## src/nnis_pkg.sv

```systemverilog
// ----------------------------------------------------------------------------
// nnis_pkg
// shared constants and types of the nearest neighbor image scaler
// ----------------------------------------------------------------------------
package nnis_pkg;

  localparam int MAX_SRC_WIDTH  = 256;
  localparam int MAX_SRC_HEIGHT = 256;
  localparam int MAX_DST_DIM    = 4096;
  localparam int STORE_DEPTH    = MAX_SRC_WIDTH * MAX_SRC_HEIGHT;
  localparam int ADDR_W         = $clog2(STORE_DEPTH);

  localparam int SW_W   = 9;
  localparam int DW_W   = 13;
  localparam int COORD_W = 12;
  localparam int PIX_W  = 24;
  localparam int Q_BITS = 8;
  localparam int NUM_W  = COORD_W + SW_W;

  localparam int MIDQ_DEPTH = 4;
  localparam int MIDQ_AW    = $clog2(MIDQ_DEPTH);
  localparam int OUTQ_DEPTH = 16;
  localparam int OUTQ_AW    = $clog2(OUTQ_DEPTH);

  localparam logic [1:0] REG_SRC_WIDTH  = 2'd0;
  localparam logic [1:0] REG_SRC_HEIGHT = 2'd1;
  localparam logic [1:0] REG_DST_WIDTH  = 2'd2;
  localparam logic [1:0] REG_DST_HEIGHT = 2'd3;

  typedef struct packed {
    logic [SW_W-1:0] sw;
    logic [SW_W-1:0] sh;
    logic [DW_W-1:0] dw;
    logic [DW_W-1:0] dh;
  } dims_t;

  typedef struct packed {
    logic              is_fetch;
    logic              oor;
    logic              load_ok;
    logic [ADDR_W-1:0] idx;
    logic [PIX_W-1:0]  pixel;
    logic [NUM_W-1:0]  ncol;
    logic [NUM_W-1:0]  nrow;
  } qitem_t;

  typedef struct packed {
    logic [PIX_W-1:0]  pixel;
    logic [Q_BITS-1:0] col;
    logic [Q_BITS-1:0] row;
    logic              oor;
  } result_t;

endpackage

```

## src/nnis_front.sv

```systemverilog
// ----------------------------------------------------------------------------
// nnis_front
// limits the sizes and classifies an incoming item
// ----------------------------------------------------------------------------
module nnis_front import nnis_pkg::*; (
  input  logic [SW_W-1:0]    src_width,
  input  logic [SW_W-1:0]    src_height,
  input  logic [DW_W-1:0]    dst_width,
  input  logic [DW_W-1:0]    dst_height,
  input  logic               req_type,
  input  logic [ADDR_W-1:0]  src_index,
  input  logic [7:0]         pixel_red,
  input  logic [7:0]         pixel_green,
  input  logic [7:0]         pixel_blue,
  input  logic [COORD_W-1:0] dst_x,
  input  logic [COORD_W-1:0] dst_y,
  output dims_t              dims,
  output qitem_t             item
);

  function automatic logic [SW_W-1:0] lim_src(input logic [SW_W-1:0] v,
                                              input logic [SW_W-1:0] mx);
    if (v == '0) return SW_W'(1);
    if (v > mx) return mx;
    return v;
  endfunction

  function automatic logic [DW_W-1:0] lim_dst(input logic [DW_W-1:0] v);
    if (v == '0) return DW_W'(1);
    if (v > DW_W'(MAX_DST_DIM)) return DW_W'(MAX_DST_DIM);
    return v;
  endfunction

  logic [2*SW_W-1:0] area;

  always_comb begin
    dims.sw = lim_src(src_width, SW_W'(MAX_SRC_WIDTH));
    dims.sh = lim_src(src_height, SW_W'(MAX_SRC_HEIGHT));
    dims.dw = lim_dst(dst_width);
    dims.dh = lim_dst(dst_height);
    area    = dims.sw * dims.sh;

    item.is_fetch = req_type;
    item.oor      = ({1'b0, dst_x} >= dims.dw) || ({1'b0, dst_y} >= dims.dh);
    item.load_ok  = ((2*SW_W)'(src_index) < area);
    item.idx      = src_index;
    item.pixel    = {pixel_red, pixel_green, pixel_blue};
    item.ncol     = NUM_W'(dst_x) * NUM_W'(dims.sw);
    item.nrow     = NUM_W'(dst_y) * NUM_W'(dims.sh);
  end

endmodule

```

## config.mk

```make
export PLATFORM = sky130hd
export DESIGN_NAME = nnis_front
export DESIGN_NICKNAME = d
export VERILOG_FILES = /design/src/nnis_pkg.sv /design/src/nnis_front.sv
export SDC_FILE = /design/constraint.sdc
export NUM_CORES = 1
export LEC_CHECK = 0
export CAP_MARGIN = 20
export CORE_MARGIN = 4
export CORE_UTILIZATION = 45
export DETAILED_ROUTE_END_ITERATION = 12
export DONT_BUFFER_PORTS = 1
export GPL_ROUTABILITY_DRIVEN = 1
export PLACE_DENSITY = 0.65
export SLEW_MARGIN = 20
export SYNTH_ARGS = -nofsm -noshare
export SYNTH_HDL_FRONTEND = slang
export SYNTH_SLANG_ARGS = --single-unit
```

## constraint.sdc

```tcl
create_clock -name vclk -period 7.3
set_input_delay 1.095 -clock vclk [all_inputs]
set_output_delay 1.095 -clock vclk [all_outputs]
set_load 0.1 [all_outputs]
```

==> flow_summary.json <==
{
  "synth_top_area_share_pct": 35.3,
  "drv_slew": 0,
  "netlist_area_um2": 10900,
  "setup_viol": 1,
  "synth_nets": 1846,
  "max_stage_delay_ns": 0.56,
  "rsz0062_at_grt": "true",
  "grt_max_degree": 36,
  "hold_viol_final": 0,
  "port_buffers": 0,
  "cp.arrival_ns": 6.53,
  "hold_class": "in -> out",
  "area_growth_pct": 20.0,
  "grt_usage_pct": 21.5,
  "place_congestion": 0.880,
  "worst-slew-pin-transition_ns": 1.03,
  "dr.pass1.iters": 5,
  "worst_hold_slack_ns": 2.19,
  "worstSetupStartpointType": "primary input",
  "cp_max_fo": 6,
  "core_area_um2": 23600,
  "grt_pass1_vias": 9688,
  "antenna_cells": 0,
  "dp_hpwl_um": 24400,
  "nFillCells": 2184,
  "drcViolationCount": 0,
  "max_cap_viol_count": 0,
  "nFlopsAndLatches": 0,
  "regArea_um2": 0,
  "dp_cells": 1758,
  "holdBufCountCts": 0,
  "vias": 9199,
  "worstSetupPathType": "in -> out",
  "antenna_left": 0,
  "final_area_um2": 13100,
  "wirelength_um": 28800,
  "placed_area_um2": 12700,
  "initial_core_util_pct": 46.1,
  "endpoint_kind": "output pin",
  "die-area_um2": 26700,
  "die_x_um": 163,
  "postLayoutSetupSlackWorst_ns": -0.321,
  "ioPinCount": 238,
  "final_layout_size_suffix_gt1_share_pct": 18.1,
  "power.density_nw_per_um2": 264,
  "finalCritPeriodShare_pct": 104,
  "nClkBuffers": 0,
  "total_power_mw": 3.44,
  "drt_iter0_drc": 483,
  "synth.distinct_cells": 53,
  "period_needed_ns": 7.62,
  "fin_nets": 1913,
  "synth_cells": 1386,
  "num_rows": 56,
  "startpoint": "src_height[2]",
  "avgSynthCellArea_um2": 7.85,
  "antenna_found_initial": 0,
  "cp_common_cell": "a21oi_2",
  "cp-endpoint": "item[82]",
  "pre_cts_ws_ns": -0.636,
  "maxSlewHeadroom_pct": 30.9,
  "grt_pass1_wl_um": 47200,
  "status": "finished with violations",
  "ys_seq_area_share_pct": 0,
  "max_freq_ghz": 0.131,
  "die-height_um": 163,
  "gr-total-overflow": 0,
  "violations": "setup timing",
  "vias_per_cell": 5.20,
  "crit_path_top_delay_cell": "fa_1",
  "power_leakage_nw": 7.09,
  "routedWlPerCell_um": 16.3,
  "worstPathRequired_ns": 6.20,
  "yosys.area.top_type": "fa_1",
  "fin_cells": 1770,
  "ys_warn_count": 0,
  "netlist_top_cells_area": "fa_1 35%, ha_1 18%, inv_1 11%",
  "ir_drop_v": 0.000601
}
## Yosys cell counts (all sizes together) (6+ instances only)
cell type / n
a21o: 14
a21oi: 47
a31oi: 6
and2: 68
buf: 65
clkbuf: 24
fa: 192
ha: 159
inv: 317
nand2: 205
nand2b: 42
nand3: 9
nand4: 6
nor2: 60
nor2b: 16
nor3: 24
nor4: 8
o21a: 7
o21ai: 27
xnor2: 26
xor2: 12
## worst min-delay path by stage
stage,from,end,slack [ns],cells past startpoint
after floorplan,pixel_blue[0],item[42],2.40,1
after global placement,pixel_blue[4],item[46],2.19,0
after detailed placement,pixel_blue[4],item[46],2.19,0
after CTS,pixel_blue[4],item[46],2.19,0
after global routing,pixel_blue[3],item[45],2.19,0
final,pixel_blue[3],item[45],2.19,0
## metrics by stage
stage / setup TNS (ns) / utilization (%)
finish: -0.321 / 55.3
global route: -0.771 / 55.3
CTS: -0.372 / 54.3
detailed placement: -1.14 / 53.7
global placement: -0.664 / 53.7
floorplan: -0.869 / -
## routing by layer
layer	share of wire [%]	track usage, %	wire, µm
met2	50	39.0	14400
met1	41	27.8	11700
met4	1.1	2.13	318
met3	8.4	3.76	2420
met5	0	0	0
## cells by family after synthesis
logic type / count (synthesis) / share of synthesized area, %
simple gates: 448 / 19.4
buf+inv: 409 / 15.5
fa+ha+maj: 351 / 53.6
compound gates: 137 / 8.08
xor+xnor: 38 / 3.06
mux: 3 / 0.276
## layout by cell type (no fill, tap or decap), types with 4 or more instances in the layout
master    count
inv_1       307
nand2_1     199
fa_1        187
ha_1        151
buf_4       114
and2_1       68
nor2_1       55
nand2b_1     35
a21oi_1      35
buf_12       31
o21ai_0      19
nor3_1       19
xnor2_2      18
a21o_1       14
nor2b_1      12
a21oi_2      11
inv_2         8
nand3_1       8
o21a_1        7
xor2_1        7
nor4_1        6
o21ai_2       6
nand4_1       6
xnor2_1       6
ha_4          6
nor3_2        5
a31oi_1       5
and3_1        5
o211ai_1      5
o21bai_1      5
xor2_2        5
fa_2          5
buf_6         5
nand2b_4      4
nand2_2       4
## where the power goes
part / leakage [nW] / switching, mW / internal (mW)
combinational: 7.09 / 2.18 / 1.26
sequential: 0 / 0 / 0
clock: 0 / 0 / 0
## what timing repair did
action                                  4_1_cts  5_1_grt
cloned                                        0        2
buffers inserted                              6        4
pin swaps                                    38       21
resized for setup                            29       31
endpoints found under the setup margin        9       15
## final cells by class
cell class	count	area, µm²	area share, %
repair buffers	154	1640	12.5
well taps	319	399	3.06
inverters	320	1210	9.25
multi-input cells	977	9810	75.1
## critical path: cells and delay by family
family	cells	cell delay, ns
xor gates and xnor gates	1	0.18
AOI/OAI and AO/OA	10	1.53
buffers and inverters	6	0.66
and+or+nand+nor	6	0.77
adders and majority gates	6	2.28
No activity file was read; power rests on OpenSTA's default activity.
