File: config.mk
export PLATFORM = sky130hd
export DESIGN_NAME = nnis_midq
export DESIGN_NICKNAME = d
export VERILOG_FILES = /design/src/nnis_pkg.sv /design/src/nnis_midq.sv
export SDC_FILE = /design/constraint.sdc
export NUM_CORES = 1
export LEC_CHECK = 0
export ABC_AREA = 1
export BUFFER_PORTS_ARGS = -buffer_cell sky130_fd_sc_hd__buf_4
export CAP_MARGIN = 30
export CELL_PAD_IN_SITES_DETAIL_PLACEMENT = 1
export CELL_PAD_IN_SITES_GLOBAL_PLACEMENT = 1
export CORE_UTILIZATION = 30
export DETAILED_ROUTE_END_ITERATION = 7
export GPL_TIMING_DRIVEN = 0
export PLACE_DENSITY = 0.54
export SLEW_MARGIN = 10
export SYNTH_ARGS = -nofsm -noshare
export SYNTH_HDL_FRONTEND = slang
export SYNTH_SLANG_ARGS = --single-unit
File: constraint.sdc
create_clock -name clk -period 2.6 [get_ports clk]
set_clock_uncertainty 0.1 [all_clocks]
set_input_delay 0.13 -clock clk [delete_from_list [all_inputs] [get_ports clk]]
set_output_delay 0.13 -clock clk [all_outputs]
set_load 0.03 [all_outputs]
File: src/nnis_pkg.sv
// ----------------------------------------------------------------------------
// nnis_pkg
// shared constants and types of the nearest neighbor image scaler
// ----------------------------------------------------------------------------
package nnis_pkg;

  localparam int MAX_SRC_WIDTH  = 256;
  localparam int MAX_SRC_HEIGHT = 256;
  localparam int MAX_DST_DIM    = 4096;
  localparam int STORE_DEPTH    = MAX_SRC_WIDTH * MAX_SRC_HEIGHT;
  localparam int ADDR_W         = $clog2(STORE_DEPTH);

  localparam int SW_W   = 9;
  localparam int DW_W   = 13;
  localparam int COORD_W = 12;
  localparam int PIX_W  = 24;
  localparam int Q_BITS = 8;
  localparam int NUM_W  = COORD_W + SW_W;

  localparam int MIDQ_DEPTH = 4;
  localparam int MIDQ_AW    = $clog2(MIDQ_DEPTH);
  localparam int OUTQ_DEPTH = 16;
  localparam int OUTQ_AW    = $clog2(OUTQ_DEPTH);

  localparam logic [1:0] REG_SRC_WIDTH  = 2'd0;
  localparam logic [1:0] REG_SRC_HEIGHT = 2'd1;
  localparam logic [1:0] REG_DST_WIDTH  = 2'd2;
  localparam logic [1:0] REG_DST_HEIGHT = 2'd3;

  typedef struct packed {
    logic [SW_W-1:0] sw;
    logic [SW_W-1:0] sh;
    logic [DW_W-1:0] dw;
    logic [DW_W-1:0] dh;
  } dims_t;

  typedef struct packed {
    logic              is_fetch;
    logic              oor;
    logic              load_ok;
    logic [ADDR_W-1:0] idx;
    logic [PIX_W-1:0]  pixel;
    logic [NUM_W-1:0]  ncol;
    logic [NUM_W-1:0]  nrow;
  } qitem_t;

  typedef struct packed {
    logic [PIX_W-1:0]  pixel;
    logic [Q_BITS-1:0] col;
    logic [Q_BITS-1:0] row;
    logic              oor;
  } result_t;

endpackage

File: src/nnis_midq.sv
// ----------------------------------------------------------------------------
// nnis_midq
// short queue between the front and the back
// ----------------------------------------------------------------------------
module nnis_midq import nnis_pkg::*; (
  input  logic   clk,
  input  logic   rst,
  input  logic   wr,
  input  qitem_t wr_item,
  output logic   full,
  input  logic   rd,
  output qitem_t head,
  output logic   empty
);

  qitem_t             slots [MIDQ_DEPTH];
  logic [MIDQ_AW-1:0] wptr;
  logic [MIDQ_AW-1:0] rptr;
  logic [MIDQ_AW:0]   count;

  assign full  = (count == (MIDQ_AW+1)'(MIDQ_DEPTH));
  assign empty = (count == '0);
  assign head  = slots[rptr];

  always_ff @(posedge clk) begin
    if (rst) begin
      wptr  <= '0;
      rptr  <= '0;
      count <= '0;
    end else begin
      if (wr) begin
        wptr <= wptr + 1'b1;
      end
      if (rd) begin
        rptr <= rptr + 1'b1;
      end
      count <= count + (MIDQ_AW+1)'(wr) - (MIDQ_AW+1)'(rd);
    end
    if (wr) begin
      slots[wptr] <= wr_item;
    end
  end

endmodule

==> flow_summary.ini, run 1 <==
[min_path]
worst_min_delay_path_class = in2reg

[clock_network]
cts_sink_cnt = 349
clock_insertion_delay_worst_skew_ns = 0.54
postCtsResizedCells = 0
clk_pin_slew_ns = 0.05
cts.htree.levels = 2
ctsRootBufferMaster = clkbuf_16
post-cts-setup-buffer-count = 0
tritoncts_clock_tree = yes
clock_path_buffers = 3
cts_buffers = 41

[timing]
fin_tns_setup_ns = 0
hold_viol_final = 0
timing.fmax_mhz = 438
max_slew_margin = 0.591
grt_setup_unrepaired = no
setup_viol_count_final = 0
layout_min_cycle_time_ns = 2.28
worst_hold_slack_ns = 0.207
tightest_slew_ns = 0.612
fin_crit_sh = 0.877
timing_max_transition_violations_final = 0

[yosys]
ys_seq_area_frac = 0.717
synth_edf_count = 340
synthDistinctLibCells = 20
net_count_synth = 1144
netlist.area_leader.share = 0.704
synth-async-reset-ratio = 0
synth_area_leaders = edfxtp_1, o211ai_2, inv_1, nand2_1, a21oi_2
synthesis.area_per_instance_um2 = 13.8
postSynthRegisterBits = 349
syn-cell-area_um2 = 14500
most_frequent_cells_after_synthesis = edfxtp_1, inv_1, nand2_1, o211ai_2
synth.largest_area_cell = edfxtp_1
synthesis.instances = 1048
synth-warning-count = 0
synth.most_common_cell = edfxtp_1
ys_dominant_reg_cell = edfxtp_1

[final_layout]
post_route_cells_drive_above_1_share = 0.306
nNetsFinal = 1462
post-route-util = 0.396
syn2layout_area_growth_pct = 30.4

[routing]
detailedRoute.firstIterationViolations = 317
routed-via-count = 8959
drc_violations_left = 0
ant_nets = 0
totalWireLength_um = 37500
firstDrtPassIters = 4
route.detailed.vias_per_inst = 4.47
avgRoutedWirePerCell_um = 18.7

[setup_path]
crit_path_required_time_ns = 2.37
rrSetupSlack_ns = 0.42
start_kind = register
worst_setup_path_end_kind = output port
critical_path_peak_fanout = 10
critPathKind = reg2out
crit_arrival_ns = 2.05

[die]
fp.dieArea_um2 = 49200
dieWidth_um = 222
cell_rows = 80
dieHeight_um = 222
pin_count = 176
core_area_um2 = 47700
start_util = 0.304

[global_routing]
grt_pass1_vias = 9528
groute.usage.overall = 0.154
overflow = 0
initial_antenna_violation_count = 1
first_pass_grt_wire_length_um = 56900
grt_start_max_net_pins = 30

[job]
maxCapViolations = 0

[place]
place.gp.congestion = 0.697
place.detailed.hpwl_um = 24200
count_of_input_and_output_buffers = 175

[power]
leakage_nw = 7.25
vdd.ir_drop.worst_mv = 0.415
power.density_nw_per_um2 = 728

[run_status]
run_status = completed
## critical path, cell delays in order, from the launching register on
cell and delay, ns:
dfxtp_1 0.31, buf_4 0.22, clkbuf_1 0.50, a21oi_1 0.07
o21ai_0 0.11, nand2_1 0.12, buf_4 0.18
## state kept, by name, indices dropped and copies added (netlist names), named ones only
name and cells:
slots 340, count 3, rptr 2, wptr 2
## final cells by class
class                           count  area, um^2
Tap cell                          615         769
Multi-Input combinational cell    456        2940
Timing Repair Buffer              275        2440
Clock buffer                       53        1070
Sequential cell                   349       10400
Inverter                          186         713
Antenna cell                        1        2.50
Clock inverter                     14         109
Fill cell                        4970       28800
Buffer                             57         469
## repair_timing
action | CTS | global route
endpoints found under the hold margin | 349 | 0
setup endpoints to repair | 0 | 0
hold buffers | 88 | 0
## final timing paths
check	start	endpoint	cells past startpoint
worst max-delay path	register	head[84]	6
worst max register to register	wptr[1]	slots[1][37]	6
worst min-delay path	rst	count[0]	3
worst min register to register	rptr[1]	register	2
## kinds of logic (layout without fill, tap and decap cells)
kind of cell / Yosys count / in the layout / synth area share
DFF: 349 / 349 / 0.717
AOI/OAI and AO/OA: 265 / 265 / 0.148
buffers and inverters: 243 / 585 / 0.0805
and+or+nand+nor: 184 / 184 / 0.0478
adders and majority gates: 7 / 7 / 0.00656
other: 0 / 1 / 0
## per-layer routing
| metal | vias up | GRT usage | wire, um |
|---|---|---|---|
| li1 | 4282 | - | - |
| met5 | - | 0 | 0 |
| met1 | 4473 | 0.190 | 16200 |
| met3 | 49 | 0.0307 | 1590 |
| met4 | 0 | 0.0488 | 876 |
| met2 | 155 | 0.271 | 18800 |
## metrics by stage
step                      cell area, um^2  setup slack [ns]  total power [mW]  cells
after floorplan                     14500             0.177              7.75   1048
after global placement              16600             -1.31              8.57   1838
after detailed placement            16800             0.384              8.63   1850
after CTS                           18900             0.234              14.0   2005
after global routing                18900            0.0827              14.3   2006
final                               18900             0.319              13.8   2006
## report_power, final
| part | total [mW] | internal [mW] | switching [mW] | leakage [nW] |
|---|---|---|---|---|
| clock | 5.20 | 3.07 | 2.14 | 0.574 |
| sequential | 6.50 | 6.44 | 0.0634 | 3.20 |
| combinational | 2.06 | 0.757 | 1.31 | 3.48 |
## layout by cell type, fill, tap and decap left out
master         instances
edfxtp_1             340
buf_4                184
inv_1                182
nand2_1              178
dlygate4sd3_1         88
o211ai_2              85
a21oi_2               50
o21ai_1               50
a21oi_1               41
clkbuf_16             41
o21ai_0               39
buf_2                 23
buf_6                 16
clkbuf_1              15
buf_12                12
dfxtp_1                9
clkinv_1               9
ha_1                   6
buf_8                  5
clkinvlp_4             4
nor2_1                 4
clkinv_2               3
bufinv_16              2
diode_2                1
nor3_1                 1
nand3_1                1
fa_1                   1
buf_16                 1
No activity file was read; power rests on OpenSTA's default activity.
==> inputs of run 2 (changes only) <==
--- a/config.mk
+++ b/config.mk
@@ -10,10 +10,12 @@
 export CAP_MARGIN = 30
 export CELL_PAD_IN_SITES_DETAIL_PLACEMENT = 1
 export CELL_PAD_IN_SITES_GLOBAL_PLACEMENT = 1
-export CORE_UTILIZATION = 30
+export CORE_MARGIN = 2
+export CORE_UTILIZATION = 43
 export DETAILED_ROUTE_END_ITERATION = 7
 export GPL_TIMING_DRIVEN = 0
-export PLACE_DENSITY = 0.54
+export MAX_ROUTING_LAYER = met4
+export PLACE_DENSITY = 0.73
 export SLEW_MARGIN = 10
 export SYNTH_ARGS = -nofsm -noshare
 export SYNTH_HDL_FRONTEND = slang
==> run 2 against run 1 <==
  * Register-to-register slack lost 0.03 ns
  * Flip-flop and latch count unchanged
  * Critical path depth is the same
  * Final area down 1.2%
  * Wire length is 2.5% lower
  * Global-route usage rose by 6.2 points
  * Worst setup slack got worse by 0.0039 ns
  * Highest routed layer unchanged
  * Worst hold slack improved by 0.028 ns
  * Utilization is 16 points higher
  * Fmax shrank 0.17%
  * Count of clock-buffer cells in the layout fell by 3
==> flow_summary.ini, run 2 (synthesis results as in run 1) <==
[global_routing]
grt_pass1_vias = 10100
initial_antenna_violation_count = 5
first_pass_grt_wire_length_um = 56800
grt_start_max_net_pins = 32
groute.usage.overall = 0.216
overflow = 0

[power]
power.sequential.fraction = 0.474
power.density_nw_per_um2 = 734
p_int_mw = 10.2
vdd.ir_drop.worst_mv = 0.555
finalPower_mw = 13.7
combinationalPowerShare = 0.150
leakage_nw = 7.24
power_frac_clock = 0.375
p_sw_frac = 0.257
power.switching_mw = 3.53

[routing]
routed-via-count = 9112
route.detailed.vias_per_inst = 4.94
ant_nets = 0
avgRoutedWirePerCell_um = 19.8
drc_violations_left = 0
totalWireLength_um = 36600
detailedRoute.firstIterationViolations = 421
firstDrtPassIters = 4

[setup_path]
crit_path_required_time_ns = 2.37
critPathKind = reg2out
critical_path_peak_fanout = 10
crit_arrival_ns = 2.05
start_kind = register
worst_setup_path_end_kind = output port

[timing]
setup_viol_count_final = 0
layout_min_cycle_time_ns = 2.28
fin_tns_setup_ns = 0
worst_hold_slack_ns = 0.235
grt_setup_unrepaired = no
timing.fmax_mhz = 438
tightest_slew_ns = 0.862
timing_max_transition_violations_final = 0
max_slew_margin = 0.424
hold_viol_final = 0
fin_crit_sh = 0.879

[die]
fp.dieArea_um2 = 35200
pin_count = 176
dieHeight_um = 188
start_util = 0.435
dieWidth_um = 188
cell_rows = 67
core_area_um2 = 33400

[place]
dp_cells = 1681
place.gp.congestion = 0.726
place.detailed.hpwl_um = 22900
count_of_input_and_output_buffers = 175

[final_layout]
largest_reg_flops = 340
syn2layout_area_growth_pct = 28.8
most_frequent_standard_cell_in_the_layout_excluding_fill_and_tap_cells = edfxtp_1
top_register = slots
post_route_cells_drive_above_1_share = 0.313
final-instance-count-excl-fill = 1844
nNetsFinal = 1457
most-common-layout-cells = edfxtp_1, buf_4, inv_1
leading_registers_by_flop_count = slots x340, count x3

[min_path]
worst_min_delay_path_class = in2reg

[clock_network]
clock_insertion_delay_worst_skew_ns = 0.52
cts.htree.levels = 2
clk_pin_slew_ns = 0.06
tritoncts_clock_tree = yes
ctsRootBufferMaster = clkbuf_16
postCtsResizedCells = 0
cts_buffers = 38
clock_path_buffers = 3
cts_sink_cnt = 349

[job]
maxCapViolations = 0

[run_status]
run_status = completed
-- run 2: final timing paths --
kind	startpoint	endpoint	slack (ns)	depth (start not counted)
min reg2reg	rptr[1]	rptr[1]	0.38	2
max	register	head[10]	0.32	6
min	rst	count[1]	0.23	3
max reg2reg	wptr[0]	slots[2][47]	0.39	5
-- run 2: repair_timing --
item | 4_1_cts | 5_1_grt
buffers inserted | 0 | 0
hold endpoints to repair | 349 | 0
hold buffers | 88 | 0
-- run 2: area by class of cell --
| type | count | area [um^2] |
|---|---|---|
| fillers | 3392 | 14700 |
| flip-flops and latches | 349 | 10400 |
| multi-input cells | 456 | 2940 |
| repair buffers | 273 | 2390 |
| clock buffers | 50 | 1070 |
| inverters | 186 | 713 |
| well taps | 448 | 561 |
| plain buffers | 57 | 469 |
| clock inverters | 20 | 129 |
| diodes | 5 | 12.5 |
-- run 2: power groups by stage --
stage                     sequential (mW)  clock (mW)  combinational [mW]
after floorplan                      6.61           0                1.14
after global placement               6.63           0                1.87
after detailed placement             6.62           0                1.96
after CTS                            6.50        5.25                2.08
after global routing                 6.52        5.45                2.22
final                                6.51        5.15                2.06
-- run 2: per-stage QoR --
step | utilization | setup slack, ns | area [um^2]
floorplan | - | 0.177 | 14500
global placement | 0.491 | -0.993 | 16400
detailed placement | 0.497 | 0.348 | 16600
CTS | 0.559 | 0.248 | 18700
global route | 0.560 | 0.162 | 18700
finish | 0.560 | 0.315 | 18700
-- run 2: metal layers --
metal	share of wire	track usage	vias to the layer above	wire (um)
met5	0	-	-	0
met4	0.017	0.0518	0	624
met3	0.041	0.0322	55	1490
met2	0.52	0.380	193	19000
met1	0.42	0.263	4581	15500
li1	-	-	4283	-
-- run 2: critical path, stage by stage (launching register included) --
cell and delay [ns]:
dfxtp_1 0.32, buf_4 0.22, clkbuf_1 0.47, a21oi_1 0.12, o21ai_0 0.13, nand2_1 0.10, buf_4 0.18
